`config.mk`:
```
export PLATFORM = sky130hd
export DESIGN_NAME = gof_ctrl
export DESIGN_NICKNAME = d
export VERILOG_FILES = /design/src/gof_pkg.sv /design/src/gof_ctrl.sv
export SDC_FILE = /design/constraint.sdc
export NUM_CORES = 1
export LEC_CHECK = 0
export ABC_AREA = 1
export BUFFER_PORTS_ARGS = -buffer_cell sky130_fd_sc_hd__buf_2
export CORE_MARGIN = 2
export CORE_UTILIZATION = 39
export CTS_BUF_LIST = sky130_fd_sc_hd__clkbuf_4 sky130_fd_sc_hd__clkbuf_8 sky130_fd_sc_hd__clkbuf_16
export DETAILED_ROUTE_END_ITERATION = 16
export HOLD_SLACK_MARGIN = 0.02
export PLACE_DENSITY_LB_ADDON = 0.2
export SYNTH_ARGS = -nofsm -noshare
export SYNTH_HDL_FRONTEND = slang
export SYNTH_SLANG_ARGS = --single-unit
export TNS_END_PERCENT = 1
```
`constraint.sdc`:
```
create_clock -name clk -period 1.1 [get_ports clk]
set_input_delay 0 -clock clk [delete_from_list [all_inputs] [get_ports clk]]
set_output_delay 0 -clock clk [all_outputs]
set_load 0.01 [all_outputs]
```
`src/gof_pkg.sv`:
```
// Shared types and constants for the glyph outline flattener.
// Used by the interfaces, the register block, the controller and the datapath.
// No dependencies.
package gof_pkg;

    // Field widths
    localparam int OP_W      = 3;
    localparam int COORD_W   = 16;
    localparam int DIFF_W    = COORD_W + 1;
    localparam int SCALE_W   = 26;
    localparam int MUL_B_W   = SCALE_W + 1;
    localparam int PT_W      = 36;
    localparam int SEP_W     = 2;
    localparam int NL_W      = 3;
    localparam int PDATA_W   = 32;
    localparam int PADDR_W   = 4;

    // Fraction bits dropped from a scaled point (24 in scale, 16 kept)
    localparam int PT_SHIFT  = 8;

    // Report values pass the multiplier at unit gain (1.0 with 24 fraction bits)
    localparam logic signed [MUL_B_W-1:0] REPORT_GAIN = 27'sd16777216;

    // Reset values of the extremes
    localparam logic signed [COORD_W-1:0] MIN_X_INIT = 16'sd1000;
    localparam logic signed [COORD_W-1:0] MAX_Y_INIT = -16'sd1000;

    // Opcodes
    localparam logic [OP_W-1:0] OP_MOVE   = 3'd0;
    localparam logic [OP_W-1:0] OP_LINE   = 3'd1;
    localparam logic [OP_W-1:0] OP_QUAD   = 3'd2;
    localparam logic [OP_W-1:0] OP_CUBIC  = 3'd3;
    localparam logic [OP_W-1:0] OP_BEGIN  = 3'd4;
    localparam logic [OP_W-1:0] OP_REPORT = 3'd5;

    // Separator codes
    localparam logic [SEP_W-1:0] SEP_FIRST  = 2'd0;
    localparam logic [SEP_W-1:0] SEP_NEW    = 2'd1;
    localparam logic [SEP_W-1:0] SEP_CONT   = 2'd2;
    localparam logic [SEP_W-1:0] SEP_REPORT = 2'd3;

    // Register indexes (byte address is 4 * index)
    typedef enum logic [1:0] {
        REG_MEASURE_MODE,
        REG_OUTPUT_ENABLE,
        REG_NODES_LOG2,
        REG_SCALE
    } reg_idx_t;

    // Configuration register set
    typedef struct packed {
        logic                measure_mode;
        logic                output_enable;
        logic [NL_W-1:0]     nodes_log2;
        logic [SCALE_W-1:0]  scale;
    } cfg_t;

    // Multiplier operand source
    typedef enum logic [1:0] {
        SRC_END,
        SRC_PREV,
        SRC_CURVE,
        SRC_REPORT
    } src_t;

    // Controller to datapath command
    typedef struct packed {
        logic               load;
        logic               issue;
        src_t               src;
        logic [SEP_W-1:0]   sep;
        logic               last;
    } dp_cmd_t;

endpackage

```
`src/gof_ctrl.sv`:
```
// Sequencer of the glyph outline flattener: accepts commands and issues point beats.
// Keeps the contour-start flag; drives the datapath through gof_pkg::dp_cmd_t.
module gof_ctrl
#(
    parameter int MAX_NODES_LOG2 = 5
)
(
    input  logic                        clk,
    input  logic                        rst_n,
    input  logic                        in_valid,
    output logic                        in_ready,
    input  logic [gof_pkg::OP_W-1:0]    opcode,
    input  gof_pkg::cfg_t               cfg,
    input  logic [((MAX_NODES_LOG2 > 0) ? $clog2(MAX_NODES_LOG2 + 1) : 1)-1:0] nodes_l,
    input  logic                        issue_ok,
    output gof_pkg::dp_cmd_t            cmd
);

    localparam int KW = MAX_NODES_LOG2 + 1;

    typedef enum logic [1:0] {
        ST_IDLE,
        ST_ONE,
        ST_PREV,
        ST_CURVE
    } state_t;

    state_t                      state_reg, state_next;
    logic                        cs_reg, cs_next;
    logic [gof_pkg::SEP_W-1:0]   sep_reg, sep_next;
    gof_pkg::src_t               src_reg, src_next;
    logic [KW-1:0]               k_reg, k_next;
    logic [KW-1:0]               steps;
    logic                        accept;
    logic                        drawn;

    assign steps    = KW'(1) << nodes_l;
    assign in_ready = (state_reg == ST_IDLE);
    assign accept   = in_valid && in_ready;
    assign drawn    = (opcode <= gof_pkg::OP_CUBIC) && !cfg.measure_mode
                      && cfg.output_enable;

    // Command to the datapath for the current state
    always_comb
    begin
        cmd.load  = accept;
        cmd.issue = 1'b0;
        cmd.src   = src_reg;
        cmd.sep   = sep_reg;
        cmd.last  = 1'b0;
        unique case (state_reg)
            ST_IDLE:
            begin
            end
            ST_ONE:
            begin
                cmd.issue = issue_ok;
                cmd.last  = 1'b1;
            end
            ST_PREV:
            begin
                cmd.issue = issue_ok;
                cmd.src   = gof_pkg::SRC_PREV;
            end
            ST_CURVE:
            begin
                cmd.issue = issue_ok;
                cmd.src   = gof_pkg::SRC_CURVE;
                cmd.sep   = gof_pkg::SEP_CONT;
                cmd.last  = (k_reg == steps);
            end
        endcase
    end

    // Next state: decode on accept, advance on each issued beat
    always_comb
    begin
        state_next = state_reg;
        cs_next    = cs_reg;
        sep_next   = sep_reg;
        src_next   = src_reg;
        k_next     = k_reg;
        unique case (state_reg)
            ST_IDLE:
            begin
                if (accept)
                begin
                    if (opcode == gof_pkg::OP_BEGIN)
                    begin
                        if (!cfg.measure_mode)
                            cs_next = 1'b1;
                    end
                    else if (opcode == gof_pkg::OP_REPORT)
                    begin
                        state_next = ST_ONE;
                        src_next   = gof_pkg::SRC_REPORT;
                        sep_next   = gof_pkg::SEP_REPORT;
                    end
                    else if (drawn)
                    begin
                        cs_next  = 1'b0;
                        src_next = gof_pkg::SRC_END;
                        if (cs_reg)
                            sep_next = gof_pkg::SEP_FIRST;
                        else if (opcode == gof_pkg::OP_MOVE)
                            sep_next = gof_pkg::SEP_NEW;
                        else
                            sep_next = gof_pkg::SEP_CONT;
                        if (opcode == gof_pkg::OP_QUAD)
                            state_next = ST_PREV;
                        else
                            state_next = ST_ONE;
                    end
                end
            end
            ST_ONE:
            begin
                if (issue_ok)
                    state_next = ST_IDLE;
            end
            ST_PREV:
            begin
                if (issue_ok)
                begin
                    state_next = ST_CURVE;
                    k_next     = '0;
                end
            end
            ST_CURVE:
            begin
                if (issue_ok)
                begin
                    k_next = k_reg + KW'(1);
                    if (k_reg == steps)
                        state_next = ST_IDLE;
                end
            end
        endcase
    end

    // Hold state and sequencer registers
    always_ff @(posedge clk or negedge rst_n)
    begin
        if (!rst_n)
        begin
            state_reg <= ST_IDLE;
            cs_reg    <= 1'b1;
            sep_reg   <= gof_pkg::SEP_FIRST;
            src_reg   <= gof_pkg::SRC_END;
            k_reg     <= '0;
        end
        else
        begin
            state_reg <= state_next;
            cs_reg    <= cs_next;
            sep_reg   <= sep_next;
            src_reg   <= src_next;
            k_reg     <= k_next;
        end
    end

endmodule

```
# Word-level counts from Yosys, hierarchy flattened
# Cells that the tools add are included.
# classes
add_sub_neg	1
order_cmp	1
eq_ne	16
shifts	1
muxes	27
n_bitwise	1
reduce_logical	14
# ops
cell	count
2-bit 2-to-1 mux	16
2-bit inequality test, second input constant	7
6-bit 2-to-1 mux	2
6-bit one-hot mux with 2 select lines	1
2-bit one-hot mux with 4 select lines	1
7-bit AND reduction	1
6-bit by 1-bit adder with 6-bit output, second input constant	1
3-bit == test, second input constant	2
6-bit == test	1
2-bit nonzero test	3
1-bit by 3-bit left shift with 6-bit output, first input constant	1
1-bit 2-to-1 mux	5
5-bit AND reduction	1
2-bit == test, second input constant	2
2-bit one-hot mux with 2 select lines	1
4-bit AND reduction	1
3-bit by 2-bit == test with 1-bit output, second input constant	1
3-bit by 2-bit <= comparator with 1-bit output, second input constant	1
1-bit logical AND	3
3-bit logical NOT	1
3-bit by 1-bit inequality test with 1-bit output, second input constant	1
3-bit AND reduction	1
3-bit OR reduction	1
2-bit by 1-bit == test with 1-bit output, second input constant	1
5 further kinds	5
# word_totals
regBits	13
input_bits	41
output_inout_bits	8
word_cells	66

# Depth between registers and ports, before layout
# logic_depth
ltp_word	8
mapped_depth	11
mapped_depth_nobuf	11

# Least setup slack after synthesis
# Ideal clock, no wire load.
# synth_timing
path_type	register to register
from	reg k_reg[0]
to	reg state_reg[1]
setup_ps	117
arrival_ps	1029
t_required_ps	983
setup_slack_ps	-45
stages_incl_launch_ff	11
n_path_buf	0
synth_period_minus_slack_ps	1145
cell_sequence	dfrtp_1 inv_1 nand2_2 nand2_1 nand2_1 nor2_1 nand3_2 nand2_2 nand2_2 nand2_1 nand2_1
# synth_between
elab_chain_cells	3
# synth_lines
element	line	source
start: declaration	gof_ctrl.sv:32	logic [KW-1:0] k_reg, k_next;
start signal: assignment	gof_ctrl.sv:158	k_reg <= k_next;
6-bit == test	gof_ctrl.sv:134	if (k_reg == steps)
2-bit inequality test (no line)	-	
7-bit AND reduction (no line)	-	
end signal: assignment	gof_ctrl.sv:154	state_reg <= state_next;
end: declaration	gof_ctrl.sv:28	state_t state_reg, state_next;
# No other way between the ends.
# A chain may end at the register's enable or synchronous reset.

==> metrics.md <==
| Metric | Value |
|---|---|
| Status | finished with violations |
| Violations in the final reports | setup timing |
| Leading area contributor after synthesis | dfrtp_1 |
| Total GRT Usage | 18.0% |
| FILL cells | 218 |
| Clk_lat worst skew | 0.28 ns |
| Maximum clock insertion buffer count | 2 |
| H-tree depth | 1 |
| Max-slew violations | 0 |
| Syn Std Cell Area | 863 um^2 |
| Post-Place Cells | 191 |
| Inserted Clock Buffers | 3 |
| Diodes inserted | 0 |
| Data required, critical path | 1.10 ns |
| First-pass GRT wire length | 3540 um |
| Max reg flops | 6 |
| Most instantiated cells after synthesis | nand2_1 (34), inv_1 (25), dfrtp_1 (11) |
| Io pins | 49 |
| Pwr dens | 2410 mW/mm^2 |
| Die height | 51.1 um |
| Share of cells above drive strength 1 | 48.3% |
| Sequential cell area | 303 um^2 |
| Startpoint Class | flip-flop |
| Reg-to-Reg Start | k_reg[0] |
| Crit Path Category | flip-flop to output pin |
| Initial DRC Count | 6 |
| Total Wirelength | 2090 um |
| Final nets | 219 |
| Core footprint | 0.00215 mm^2 |
| Die width | 51.1 um |
| Seq cells post-synth | 12 |
| DR vias/cell | 4.61 |
| Top FF cell, synth | dfrtp_1 |
| CTS tree | built |
| # clock sinks | 12 |
| CP Launch Point | k_reg[0] |
| Maximum clock rate | 0.716 GHz |
| Die area | 0.00261 mm^2 |
| Synthesized area per cell | 6.69 um^2 |
| Netlist cell types | 21 |
| Clock transition at path regs | 0.08 ns |
| Minimum clock period after layout | 1.40 ns |
| Most used cell, CP | nand2_1 |
| Worst relative slew slack | 81.5% |
| Synth Warn # | 0 |
| Slowest cell on the critical path | dfrtp_1 |
| Setup slack after placement | -0.132 ns |
| Clk root buf | clkbuf_4 |
| Worst setup margin | -0.296 ns |
| IO Port Bufs | 19 |
| DRC violations left | 0 |
| Cells after Synth | 129 |
| Initial antenna violation count | 0 |
| Max VDD drop | 1.28 mV |
| Kind of end point of the critical path | output pin |
| Starting density of the core | 40.2% |
| Min-delay src | opcode[0] |
| Lkg Pwr | 0.739 nW |
| Rows | 17 |
| Area occupied by multi-input gates | 527 um^2 |
| Vias in the first global route | 866 |
| RSZ-0062 raised after global routing | true |
| Post-DRT Antenna Nets | 0 |
| Post-synth net total | 171 |
| Drt first pass iters | 4 |
| WP data arrival | 1.40 ns |
| Worst-path cell chain | inv_2 -> nand2_2 -> nand2_1 -> nand2_1 -> nor2_2 -> nand3_2 -> a21oi_2 -> buf_2 |
| Non-Filler Instances | 204 |
| Crit-path max cell delay | 0.40 ns |
| Setup tns final | -1.67 ns |
| Slew @ Worst Pin | 0.275 ns |
| Post-synthesis sequential area ratio | 34.9% |
| Max FO, Critical Path | 3 |
| Area growth from synthesis to layout | 54.1% |
| Routed via count | 941 |
| Largest net degree at the start of global routing | 13 |
| Fin crit share | 127% |
| Final Total Pwr | 3.21 mW |
| Fin Clk Skew | 0.00656 ns |
| Max_cap viols | 0 |
| Post-DP HPWL | 1560 um |
| EDFF count, synth | 0 |
| Routability cong. | 0.792 |
| Synth top area share | 31.9% |
| Most frequent cell after synthesis | nand2_1 |
| Fin util | 61.9% |
| Async SR Flop Fraction | 100% |
| Hold Violations, Final | 0 |
| Total grt overflow | 0 |
| Worst Hold Class | input pin to flip-flop |
| Top area cells in the synthesized netlist | dfrtp_1 (32%), nand2_1 (15%), inv_1 (11%) |
| Setup violators final | 15 |
| Per-cell routed wire length | 10.3 um |
-- worst max-delay path: cells and delay by family, from the launching register on --
kind	cells	cell delay, ns
buffers and inverters	2	0.22
AOI/OAI and AO/OA	1	0.14
and+or+nand+nor	5	0.35
DFF	1	0.40
-- stage by stage --
step,instance area (um^2),hold WS (ns)
6_report,1330,0.101
5_1_grt,1330,0.122
4_1_cts,1220,0.0930
3_5_place_dp,1110,-0.106
3_3_place_gp,1110,-0.106
2_1_floorplan,863,-0.296
-- placed cells by master, fill, tap and decap left out, types with 5 or more instances in the layout --
cell type,n
nand2_4,5
nor2_1,5
inv_1,18
nand2_1,29
buf_2,17
buf_6,6
o21ai_0,5
nand3_1,8
a21oi_1,5
inv_2,10
buf_4,18
nand2_2,6
dfrtp_1,10
nor2_2,5
-- worst paths after layout --
check / cells after the start / slack (ns) / end
max in group asynchronous: 2 / 0.70 / cs_reg
worst min register to register: 2 / 0.49 / cs_reg
worst min-delay path: 3 / 0.10 / src_reg[0]
worst max-delay path: 8 / -0.30 / cmd[0]
min in group asynchronous: 2 / 0.12 / k_reg[0]
worst max register to register: 11 / -0.21 / state_reg[1]
-- power by group --
group / switching [mW] / total [mW] / internal [mW]
clock: 0.155 / 0.356 / 0.201
sequential: 0.138 / 0.778 / 0.640
combinational: 1.07 / 2.07 / 1.00
-- cell type report --
| class | count | share of cell area [%] |
|---|---|---|
| clock buffers | 4 | 2.73 |
| inverters | 29 | 8.37 |
| multi-input cells | 87 | 39.6 |
| flip-flops and latches | 12 | 22.8 |
| well taps | 28 | 2.63 |
| repair buffers | 44 | 23.9 |
-- repair_timing --
| action | in CTS | in global routing |
|---|---|---|
| endpoints found under the setup margin | 18 | 19 |
| hold buffers | 3 | 0 |
| buffers inserted | 2 | 4 |
| hold endpoints to repair | 14 | 0 |
| pin swaps | 3 | 2 |
| cloned | 0 | 0 |
| gates resized for setup | 12 | 26 |
-- per-layer routing --
metal | global-route usage, % | up-vias | wire, um
met5 | 0 | - | 0
met4 | 8.11 | 0 | 42
met3 | 3.22 | 5 | 73
met2 | 32.0 | 19 | 1060
met1 | 20.7 | 422 | 912
li1 | - | 495 | -
-- cells by family (layout without fill, tap and decap cells) --
family,Yosys count,after routing,share of synthesized area (%)
buf+inv,30,77,13.5
compound gates,21,21,14.1
flops,12,12,34.9
fa+ha+maj,1,1,1.45
simple gates,65,65,36.1
Power figures use the tool's default switching activity.
