File: src/gof_pkg.sv
// Shared types and constants for the glyph outline flattener.
// Used by the interfaces, the register block, the controller and the datapath.
// No dependencies.
package gof_pkg;

    // Field widths
    localparam int OP_W      = 3;
    localparam int COORD_W   = 16;
    localparam int DIFF_W    = COORD_W + 1;
    localparam int SCALE_W   = 26;
    localparam int MUL_B_W   = SCALE_W + 1;
    localparam int PT_W      = 36;
    localparam int SEP_W     = 2;
    localparam int NL_W      = 3;
    localparam int PDATA_W   = 32;
    localparam int PADDR_W   = 4;

    // Fraction bits dropped from a scaled point (24 in scale, 16 kept)
    localparam int PT_SHIFT  = 8;

    // Report values pass the multiplier at unit gain (1.0 with 24 fraction bits)
    localparam logic signed [MUL_B_W-1:0] REPORT_GAIN = 27'sd16777216;

    // Reset values of the extremes
    localparam logic signed [COORD_W-1:0] MIN_X_INIT = 16'sd1000;
    localparam logic signed [COORD_W-1:0] MAX_Y_INIT = -16'sd1000;

    // Opcodes
    localparam logic [OP_W-1:0] OP_MOVE   = 3'd0;
    localparam logic [OP_W-1:0] OP_LINE   = 3'd1;
    localparam logic [OP_W-1:0] OP_QUAD   = 3'd2;
    localparam logic [OP_W-1:0] OP_CUBIC  = 3'd3;
    localparam logic [OP_W-1:0] OP_BEGIN  = 3'd4;
    localparam logic [OP_W-1:0] OP_REPORT = 3'd5;

    // Separator codes
    localparam logic [SEP_W-1:0] SEP_FIRST  = 2'd0;
    localparam logic [SEP_W-1:0] SEP_NEW    = 2'd1;
    localparam logic [SEP_W-1:0] SEP_CONT   = 2'd2;
    localparam logic [SEP_W-1:0] SEP_REPORT = 2'd3;

    // Register indexes (byte address is 4 * index)
    typedef enum logic [1:0] {
        REG_MEASURE_MODE,
        REG_OUTPUT_ENABLE,
        REG_NODES_LOG2,
        REG_SCALE
    } reg_idx_t;

    // Configuration register set
    typedef struct packed {
        logic                measure_mode;
        logic                output_enable;
        logic [NL_W-1:0]     nodes_log2;
        logic [SCALE_W-1:0]  scale;
    } cfg_t;

    // Multiplier operand source
    typedef enum logic [1:0] {
        SRC_END,
        SRC_PREV,
        SRC_CURVE,
        SRC_REPORT
    } src_t;

    // Controller to datapath command
    typedef struct packed {
        logic               load;
        logic               issue;
        src_t               src;
        logic [SEP_W-1:0]   sep;
        logic               last;
    } dp_cmd_t;

endpackage

File: src/gof_cfg.sv
// APB register block of the glyph outline flattener.
// Holds measure_mode, output_enable, nodes_log2 and scale; depends on gof_pkg.
module gof_cfg
(
    input  logic                           clk,
    input  logic                           rst_n,
    input  logic                           psel,
    input  logic                           penable,
    input  logic                           pwrite,
    input  logic [gof_pkg::PADDR_W-1:0]    paddr,
    input  logic [gof_pkg::PDATA_W-1:0]    pwdata,
    output logic [gof_pkg::PDATA_W-1:0]    prdata,
    output logic                           pready,
    output gof_pkg::cfg_t                  cfg
);

    gof_pkg::cfg_t     cfg_reg;
    gof_pkg::cfg_t     cfg_next;
    gof_pkg::reg_idx_t idx;
    logic              wr_en;

    assign idx    = gof_pkg::reg_idx_t'(paddr[3:2]);
    assign wr_en  = psel && penable && pwrite;
    assign pready = 1'b1;
    assign cfg    = cfg_reg;

    // Decode the write into the addressed field
    always_comb
    begin
        cfg_next = cfg_reg;
        if (wr_en)
        begin
            unique case (idx)
                gof_pkg::REG_MEASURE_MODE:  cfg_next.measure_mode  = pwdata[0];
                gof_pkg::REG_OUTPUT_ENABLE: cfg_next.output_enable = pwdata[0];
                gof_pkg::REG_NODES_LOG2:
                    cfg_next.nodes_log2 = pwdata[gof_pkg::NL_W-1:0];
                gof_pkg::REG_SCALE:
                    cfg_next.scale = pwdata[gof_pkg::SCALE_W-1:0];
            endcase
        end
    end

    // Hold the registers
    always_ff @(posedge clk or negedge rst_n)
    begin
        if (!rst_n)
        begin
            cfg_reg.measure_mode  <= 1'b1;
            cfg_reg.output_enable <= 1'b0;
            cfg_reg.nodes_log2    <= 3'd2;
            cfg_reg.scale         <= '0;
        end
        else
        begin
            cfg_reg <= cfg_next;
        end
    end

    // Read back the addressed register
    always_comb
    begin
        unique case (idx)
            gof_pkg::REG_MEASURE_MODE:
                prdata = gof_pkg::PDATA_W'(cfg_reg.measure_mode);
            gof_pkg::REG_OUTPUT_ENABLE:
                prdata = gof_pkg::PDATA_W'(cfg_reg.output_enable);
            gof_pkg::REG_NODES_LOG2:
                prdata = gof_pkg::PDATA_W'(cfg_reg.nodes_log2);
            gof_pkg::REG_SCALE:
                prdata = gof_pkg::PDATA_W'(cfg_reg.scale);
        endcase
    end

endmodule

File: config.mk
export PLATFORM = sky130hd
export DESIGN_NAME = gof_cfg
export DESIGN_NICKNAME = d
export VERILOG_FILES = /design/src/gof_pkg.sv /design/src/gof_cfg.sv
export SDC_FILE = /design/constraint.sdc
export NUM_CORES = 1
export LEC_CHECK = 0
export BUFFER_PORTS_ARGS = -buffer_cell sky130_fd_sc_hd__buf_4
export CAP_MARGIN = 10
export CELL_PAD_IN_SITES_DETAIL_PLACEMENT = 2
export CELL_PAD_IN_SITES_GLOBAL_PLACEMENT = 2
export CORE_UTILIZATION = 25
export DETAILED_ROUTE_END_ITERATION = 7
export PLACE_DENSITY_LB_ADDON = 0.1
export SLEW_MARGIN = 30
export SYNTH_ARGS = -nofsm -noshare
export SYNTH_HDL_FRONTEND = slang
export SYNTH_SLANG_ARGS = --single-unit
File: constraint.sdc
create_clock -name clk -period 2.1 [get_ports clk]
set_input_delay 0.21 -clock clk [delete_from_list [all_inputs] [get_ports clk]]
set_output_delay 0.21 -clock clk [all_outputs]
set_load 0.005 [all_outputs]
# Yosys cells after proc, flatten, opt, wreduce, memory -nomap -nowiden
# Cells that the tools add are included.
[totals]
ff_bits = 31
elab_cells = 15
[op_classes]
eq_ne = 3
n_mux = 1
n_reduce_logical = 7
[ops]
columns = ["op", "n"]
rows = [
  ["32-bit one-hot mux with 4 select lines", 1],
  ["2-bit AND reduction", 4],
  ["2-bit equality test (second input constant)", 2],
  ["2-bit by 1-bit equality test with 1-bit output (second input constant)", 1],
  ["1-bit logical AND", 2],
  ["2-bit logical NOT", 1],
]

# Depth between registers and ports, before layout
# Gate-level depths: netlist of run 1.
[depth]
depth_word = 3
depth_mapped = 4
mapped_depth_nobuf = 3

# Worst setup path before layout of run 1
# No wires, ideal clock.
[synth_timing]
path_type = "input-to-reg"
from = "in pwrite"
to = "reg cfg_reg, in the netlist cfg[26]"
setup_ps = 125
arrival_ps = 1030
t_required_ps = 1975
slack_ps = 945
cell_stages = 3
path_cell_list = "nand3_2 > or3b_4 > mux2_4"
[synth_between]
elab_chain_cells = 2
[synth_rtl]
columns = ["item", "line_no", "source"]
rows = [
  ["start: declaration", "gof_cfg.sv:9", "input logic pwrite,"],
  ["1-bit logical AND", "gof_cfg.sv:23", "assign wr_en = psel && penable && pwrite;"],
  ["2-bit AND reduction (no line)", "--", ""],
  ["end signal: assignment", "gof_cfg.sv:56", "cfg_reg <= cfg_next;"],
  ["end: declaration", "gof_cfg.sv:17", "gof_pkg::cfg_t cfg_reg;"],
]
# No other way between the ends.
# A chain may end at the register's enable or synchronous reset.

# Worst setup path after layout of run 1
[layout_timing]
from = "reg cfg_reg, in the netlist cfg[26]"
to = "out prdata[0] (netlist name)"
[layout_between]
elab_chain_cells = 1
[layout_rtl]
columns = ["item", "line_no", "source"]
rows = [
  ["32-bit one-hot mux with 4 select lines", "gof_cfg.sv:63", "unique case (idx)"],
  ["end: declaration", "gof_cfg.sv:12", "output logic [gof_pkg::PDATA_W-1:0] prdata,"],
]
# No other way between the ends. The select of a mux whose other input is x is not followed.

==> reports/results.txt, run 1 <==
Min-Delay Path Class -> in -> reg
DR vias/cell -> 4.50
Crit Path Category -> reg -> out
H-tree depth -> 2
Post-Layout Cell Count -> 274
Distinct cells, synth -> 19
Placeable core area -> 0.00561 mm²
Ys Warns -> 0
Clk root buf -> clkbuf_8
WL/cell -> 16.2 µm
Total GRT Usage -> 15.1%
Layout cell share with drive strength beyond 1 -> 53.5%
Final hold vios -> 0
Worst hold slack -> 140 ps
Post-Place Cells -> 265
Max_cap viols -> 0
Most used standard cell by instance count after synthesis -> dfrtp_1
Pwr Density -> 837 mW/mm²
Max frequency -> 655 MHz
Antenna Violating Nets Remaining -> 0
CP arrival -> 1320 ps
# rows -> 27
CTS tree -> built
Register bit total from synthesis -> 31
Top cells by area, synth -> dfrtp_1 49%, mux2_1 20%, and3_1 9.7%, buf_4 4.5%, dfstp_2 3.5%
Commonest cells in the netlist -> 29 x dfrtp_1, 26 x mux2_1, 23 x and3_1, 9 x buf_4, 5 x clkbuf_1
Max clock buf depth -> 2
Final period util -> 72.8%
Num Clock Sinks -> 31
Remaining global-route overflow -> 0
DRC -> 0
Sequential element share of the synthesized area -> 52.4%
Worst-Skew Late Latency -> 280 ps
Critical path capture point type -> output port
Clock buffer count from CTS -> 5
Initial Util -> 26.5%
Number of synthesized flops with an enable pin -> 0
DIE WIDTH -> 79.1 µm
Synthesis-to-finish area growth -> 54.9%
Io pins -> 105
Mean Syn Cell Area -> 13.1 µm²
Setup ws final -> 572 ps
Final weighted congestion in routability-driven placement -> 0.681
Port bufs -> 89
Post-Synthesis Cells -> 113
Peak supply drop -> 0.328 mV
Min cycle time layout -> 1530 ps
Antenna fix cells -> 0
Clock Skews -> 0 ps
Final setup viols -> 0
First-pass GRT wire length -> 7.05 mm
Ys async rst share -> 100%
Largest net degree at the start of global routing -> 32
Post-synth top area share -> 48.9%
Startpoint Class -> flip-flop
Setup TNS -> 0 ps
Vias in the first global route -> 1314
Total Power -> 1930 µW
DRT iter0 DRCs -> 30
Synth Cell Area -> 0.00149 mm²
Initial antenna violation count -> 0
DRT Pass-1 Iters -> 3
Clock transition at the registers of the reported paths -> 70 ps
Die ar. -> 0.00625 mm²
Largest register FFs -> 31
Overall die height -> 79.1 µm
Status -> finished clean
Post-synth top area cell -> dfrtp_1
RSZ-0062 raised after global routing -> no
Max Slew Vio Count -> 0
Via count -> 1233
Total wire length -> 4.43 mm
Placement-stage worst setup slack -> 399 ps
CTS-repair resized insts -> 0
Static leakage -> 0.00123 µW
Synth Flop Type -> dfrtp_1
Data required time of the worst path -> 1890 ps
Final net count -> 242
Max Fanout on Critical Path -> 3
area by class of cell:
| cell class | instances | area [µm²] |
|---|---|---|
| Clock buffer | 8 | 100 |
| Sequential cell | 31 | 778 |
| Timing Repair Buffer | 91 | 698 |
| Multi-Input combinational cell | 72 | 634 |
| Tap cell | 72 | 90.1 |
| Fill cell | 617 | 3310 |
through the flow:
stage          utilization [%]  cell area [µm²]
2_1_floorplan                -             1500
3_3_place_gp              39.1             2190
3_5_place_dp              39.1             2190
4_1_cts                   41.0             2300
5_1_grt                   41.0             2300
6_report                  41.0             2300
metal layers:
| layer | global-route usage, % | share of wire [%] | vias up | wire length, µm |
|---|---|---|---|---|
| li1 | - | - | 556 | - |
| met1 | 17.6 | 41 | 612 | 1820 |
| met2 | 25.2 | 49 | 59 | 2180 |
| met3 | 6.55 | 8.9 | 6 | 394 |
| met4 | 4.36 | 0.95 | 0 | 42 |
| met5 | 0 | 0 | - | 0 |
cells in the final DEF, fill, tap and decap left out, drive strengths merged:
cell / Yosys / final
and3: 23 / 23
buf: 10 / 90
clkbuf: 5 / 8
conb: 2 / 7
dfrtp: 29 / 29
dfstp: 2 / 2
dlygate4sd3: 0 / 1
mux2: 31 / 31
mux2i: 2 / 2
mux4: 1 / 1
nand2: 1 / 1
nand3: 1 / 1
nor2: 1 / 1
nor2b: 2 / 2
nor3: 1 / 1
nor3b: 1 / 1
or3b: 1 / 1
worst max-delay path, stage by stage, from the launching register on:
cell,delay [ps]
dfrtp_1,410
mux4_2,480
buf_4,150
final timing paths:
path                                  end  slack, ps        from  cells after the start
worst max-delay path            prdata[0]        570     cfg[26]                      2
worst min-delay path              cfg[20]        140  pwdata[20]                      2
worst max register to register     cfg[4]       1280      cfg[4]                      1
worst min register to register    cfg[20]        510     cfg[20]                      1
max in group asynchronous         cfg[30]       1370       rst_n                      2
min in group asynchronous          cfg[6]        400       rst_n                      2
timing repair:
action / CTS / global route
hold buffers: 1 / 0
hold endpoints to repair: 29 / 0
setup buffers: 0 / 0
report_power, final:
| part | total (µW) | internal [µW] | switching, µW |
|---|---|---|---|
| registers | 850 | 744 | 106 |
| logic | 560 | 370 | 191 |
| clock network | 515 | 299 | 217 |
logic make-up (layout without fill, tap and decap cells):
| family | after synthesis | after routing | share of synthesized area [%] |
|---|---|---|---|
| buffers and inverters | 15 | 99 | 6.15 |
| DFF | 31 | 31 | 52.4 |
| muxes | 34 | 34 | 27.1 |
| other | 2 | 7 | 0.506 |
| and+or+nand+nor | 31 | 31 | 13.8 |
No activity file was read; power rests on OpenSTA's default activity.
==> inputs of run 2 (changes only) <==
- CORE_UTILIZATION: 25 -> 21
- clock period: 2.1 -> 1.3 ns (I/O delays scaled with it)
==> run 2 against run 1 <==
The run now ends with setup timing left. Design area up 4.9%. First-iteration DRC count up 10%. Sequential power grew 61%. Worst hold slack got worse by 71 ps. Power is 65% higher. Clock power rose by 62%. Die area is 19% higher. Sequential share of layout area down 1.6 points. Non-clock buffer count increased by 9. Setup slack worse by 690 ps. Critical path type unchanged. Largest cell class is now buffers. Highest routed layer unchanged.
==> reports/results.txt, run 2 (synthesized netlist as in run 1, its figures left out) <==
Die ar. -> 0.00741 mm²
Worst-Skew Late Latency -> 270 ps
Total Power -> 3170 µW
Antenna Violating Nets Remaining -> 0
Final setup viols -> 1
Max frequency -> 707 MHz
DRC -> 0
RSZ-0062 raised after global routing -> yes
Max Fanout on Critical Path -> 2
Critical-path cell list -> mux4_2, buf_6
DR vias/cell -> 4.03
Fill count -> 728
Port bufs -> 89
Remaining global-route overflow -> 0
Initial Util -> 21.9%
Largest net degree at the start of global routing -> 32
Crit Path Category -> reg -> out
First-pass GRT wire length -> 7.67 mm
Pwr Density -> 1310 mW/mm²
DRT iter0 DRCs -> 33
Status -> complete, but fails checks
Clk root buf -> clkbuf_8
Finished Core Util -> 35.5%
Io pins -> 105
Layout cell share with drive strength beyond 1 -> 55.5%
Overall die height -> 86.1 µm
Final weighted congestion in routability-driven placement -> 0.743
Max clock buf depth -> 2
Most common cell after layout, fill and taps aside -> buf_4
Critical path capture point type -> output port
Min-Delay Path Class -> in -> reg
H-tree depth -> 2
Clock transition at the registers of the reported paths -> 60 ps
Initial antenna violation count -> 0
Final net count -> 251
Clock Skews -> 0 ps
Failing checks -> setup timing
Slowest CP cell -> mux4_2
Crit path max-delay family -> multiplexers
Max incr delay on CP -> 490 ps
CP Buf/Inv Count -> 1
Total wire length -> 4.66 mm
Max Slew Vio Count -> 0
Largest register FFs -> 31
Min cycle time layout -> 1410 ps
CTS tree -> built
Commonest non-fill, non-tap cells in the layout -> 96 x buf_4, 29 x dfrtp_1, 26 x mux2_1, 23 x and3_1
CP arrival -> 1280 ps
Antenna fix cells -> 0
Max_cap viols -> 0
Startpoint Class -> flip-flop
Synthesis-to-finish area growth -> 62.6%
# rows -> 30
Data required time of the worst path -> 1170 ps
Clock buffer count from CTS -> 5
Via count -> 1237
Num Clock Sinks -> 31
DIE WIDTH -> 86.1 µm
Final hold vios -> 0
Static leakage -> 0.00128 µW
Final period util -> 109%
Placeable core area -> 0.00679 mm²
Peak supply drop -> 0.472 mV
DRT Pass-1 Iters -> 2
WL/cell -> 15.2 µm
Setup ws final -> -115 ps
Total GRT Usage -> 13.4%
DP HPWL -> 3.57 mm
Vias in the first global route -> 1449
[run 2: cell count changes in the layout (fill, tap and decap cells not counted)]
cell	delta
buf_12	+1
buf_6	+1
buf_4	+7
[run 2: repair_timing]
action | 4_1_cts | 5_1_grt
resized for setup | 1 | 0
endpoints found under the hold margin | 29 | 0
setup endpoints to repair | 1 | 2
pin swaps | 0 | 0
hold buffers | 1 | 0
setup buffers | 2 | 2
[run 2: worst paths after layout]
kind,end,slack [ps],cells after the start,from
max in group asynchronous,cfg[27],620,2,rst_n
hold reg to reg,cfg[9],510,1,cfg[9]
setup reg to reg,cfg[0],250,3,cfg[0]
hold / removal,cfg[6],70,2,pwdata[6]
min in group asynchronous,cfg[7],340,2,rst_n
setup / recovery,prdata[0],-110,2,cfg[0]
[run 2: area by class of cell]
cell class	instances	area (µm²)	area share, %
tap	96	120	4.97
timing repair buffer	100	782	32.4
clock buffer	8	100	4.15
multi-input combinational	72	634	26.3
sequential	31	778	32.2
[run 2: power breakdown]
group,leakage [µW],switching [µW],internal (µW)
registers,0.000377,172,1200
logic,0.000848,322,646
clock network,0.0000515,349,483
total,0.00128,843,2330
[run 2: routing by layer]
layer | vias to the layer above | wire length, µm | global-route usage, % | share of wire, %
met5 | - | 0 | 0 | 0
met4 | 0 | 46 | 4.09 | 0.99
met3 | 5 | 297 | 3.66 | 6.4
met2 | 49 | 2430 | 24.0 | 52
met1 | 608 | 1880 | 15.6 | 40
li1 | 575 | - | - | -
[run 2: per-stage QoR]
stage | std cells | TNS (ps) | worst slack (ps) | hold slack, ps | area, µm²
final | 307 | -115 | -115 | 69.0 | 2410
after global routing | 307 | -195 | -156 | 58.0 | 2410
after CTS | 305 | -133 | -133 | 59.0 | 2400
after detailed placement | 294 | 0 | 73.1 | 108 | 2270
after global placement | 294 | 0 | 84.5 | 98.6 | 2270
after floorplan | 118 | 0 | 225 | -166 | 1500
==> inputs of run 3 (changes only) <==
- SETUP_SLACK_MARGIN: not set -> 0.15
==> run 3 against run 2 <==
The flow still finishes with violations (setup timing). Count of clock-buffer cells in the layout did not move. Sequential share of layout area fell by 2.5 points. Non-clock buffer count is 19 higher. Cell count up 6.2%. Die area unchanged. Global-route usage increased by 0.12 points. Fmax shrank 0.20%. Routed wire length is 7.6% higher. Highest routed layer unchanged.
==> reports/results.txt, run 3 (synthesized netlist as in run 1, its figures left out) <==
Via count -> 1318
DRT Pass-1 Iters -> 3
Clock buffer count from CTS -> 5
Clock transition at the registers of the reported paths -> 70 ps
Reg2reg setup slack -> 260 ps
RR Endpoint -> cfg[0]
Most common cell after layout, fill and taps aside -> buf_4
H-tree depth -> 2
Final period util -> 109%
First-pass GRT wire length -> 7.73 mm
Startpoint Class -> flip-flop
Critical-path cell list -> mux4_2, buf_6
R2r startpoint -> cfg[0]
DRT iter0 DRCs -> 29
Post-Place Cells -> 294
DR vias/cell -> 4.04
Vias in the first global route -> 1465
Status -> complete, but fails checks
RSZ-0062 raised after global routing -> yes
Port bufs -> 89
Max clock buf depth -> 2
Final hold vios -> 0
Hold Path End -> cfg[6]
Failing checks -> setup timing
Commonest non-fill, non-tap cells in the layout -> 108 x buf_4, 29 x dfrtp_1, 26 x mux2_1, 17 x and3_1, 8 x buf_6
Fill count -> 710
Critical path capture point type -> output port
Initial Util -> 21.9%
Post-Layout Cell Count -> 326
CTS tree -> built
CP arrival -> 1290 ps
Max incr delay on CP -> 490 ps
Layout cell share with drive strength beyond 1 -> 61.7%
Peak supply drop -> 0.551 mV
Crit Path Category -> reg -> out
Static leakage -> 0.00137 µW
Setup ws final -> -118 ps
DP HPWL -> 3.57 mm
Hold path depth -> 2
Placement-stage worst setup slack -> 73.1 ps
Total GRT Usage -> 13.6%
DIE WIDTH -> 86.1 µm
# rows -> 30
Min-Delay Path Class -> in -> reg
Final setup viols -> 1
Clock Skews -> 0 ps
Antenna fix cells -> 0
Antenna Violating Nets Remaining -> 0
Worst-Skew Late Latency -> 270 ps
Largest register FFs -> 31
Max Fanout on Critical Path -> 2
Data required time of the worst path -> 1170 ps
Worst Reg-to-Reg Cells -> 3
Clk root buf -> clkbuf_8
Finished Core Util -> 38.5%
Final weighted congestion in routability-driven placement -> 0.743
Max frequency -> 705 MHz
Total wire length -> 5.01 mm
Overall die height -> 86.1 µm
Min cycle time layout -> 1420 ps
WL/cell -> 15.4 µm
Io pins -> 105
DRC -> 0
Largest net degree at the start of global routing -> 32
Max_cap viols -> 0
Max Slew Vio Count -> 0
Post-DP Area -> 0.00227 mm²
Final Cell Area -> 0.00261 mm²
Min-delay src -> pwdata[6]
Initial antenna violation count -> 0
Slowest CP cell -> mux4_2
Remaining global-route overflow -> 0
Synthesis-to-finish area growth -> 76.0%
Die ar. -> 0.00741 mm²
Num Clock Sinks -> 31
Placeable core area -> 0.00679 mm²
Final net count -> 270
Pwr Density -> 1310 mW/mm²
[run 3: cell types whose count changed in the layout (fill, tap and decap cells not counted)]
cell    change
and3_1      -6
buf_6       +7
and3_4      +6
buf_4      +12
[run 3: worst max path at each step]
stage | start | end | slack [ps]
floorplan | pwrite | cfg[26] | 230
finish | cfg[0] | prdata[0] | -120
global placement | pwrite | cfg[28] | 80
CTS | cfg[0] | prdata[0] | -130
detailed placement | pwrite | cfg[28] | 70
global route | cfg[0] | prdata[0] | -160
[run 3: layer usage]
metal	GRT usage, %	vias up	part of all wire [%]
li1	-	613	-
met1	15.6	651	39
met2	24.5	49	54
met3	3.66	5	6.0
met4	4.09	0	0.92
met5	0	-	0
[run 3: power breakdown]
part	total, µW	internal, µW	leakage, µW	switching [µW]
Sequential	1360	1200	0.000377	160
Clock	838	483	0.0000515	354
Combinational	1230	838	0.000939	389
Total	3430	2520	0.00137	903
[run 3: cell type report]
cell class | count | area, µm² | share of cell area, %
tap | 96 | 120 | 4.60
multi-input combinational | 72 | 664 | 25.4
clock buffer | 8 | 100 | 3.83
sequential | 31 | 778 | 29.8
timing repair buffer | 119 | 951 | 36.4
[run 3: stage by stage]
stage                     setup TNS (ps)  power, µW  hold slack [ps]
after floorplan                        0       1670             -166
after global placement                 0       2280             98.6
after detailed placement               0       2330              108
after CTS                           -133       3280             59.0
after global routing                -185       3660             60.4
final                               -118       3430             68.5
[run 3: what timing repair did]
item,4_1_cts,5_1_grt
endpoints found under the setup margin,4,25
hold buffers,1,0
gates cloned,0,0
pin swaps,0,11
resized for setup,3,11
hold endpoints to repair,29,0
setup buffers,6,17
[run 3: worst max-delay path, delay by kind of cell (launching register included)]
kind     cells  cell delay (ps)
buf+inv      1              130
mux          1              490
flops        1              400
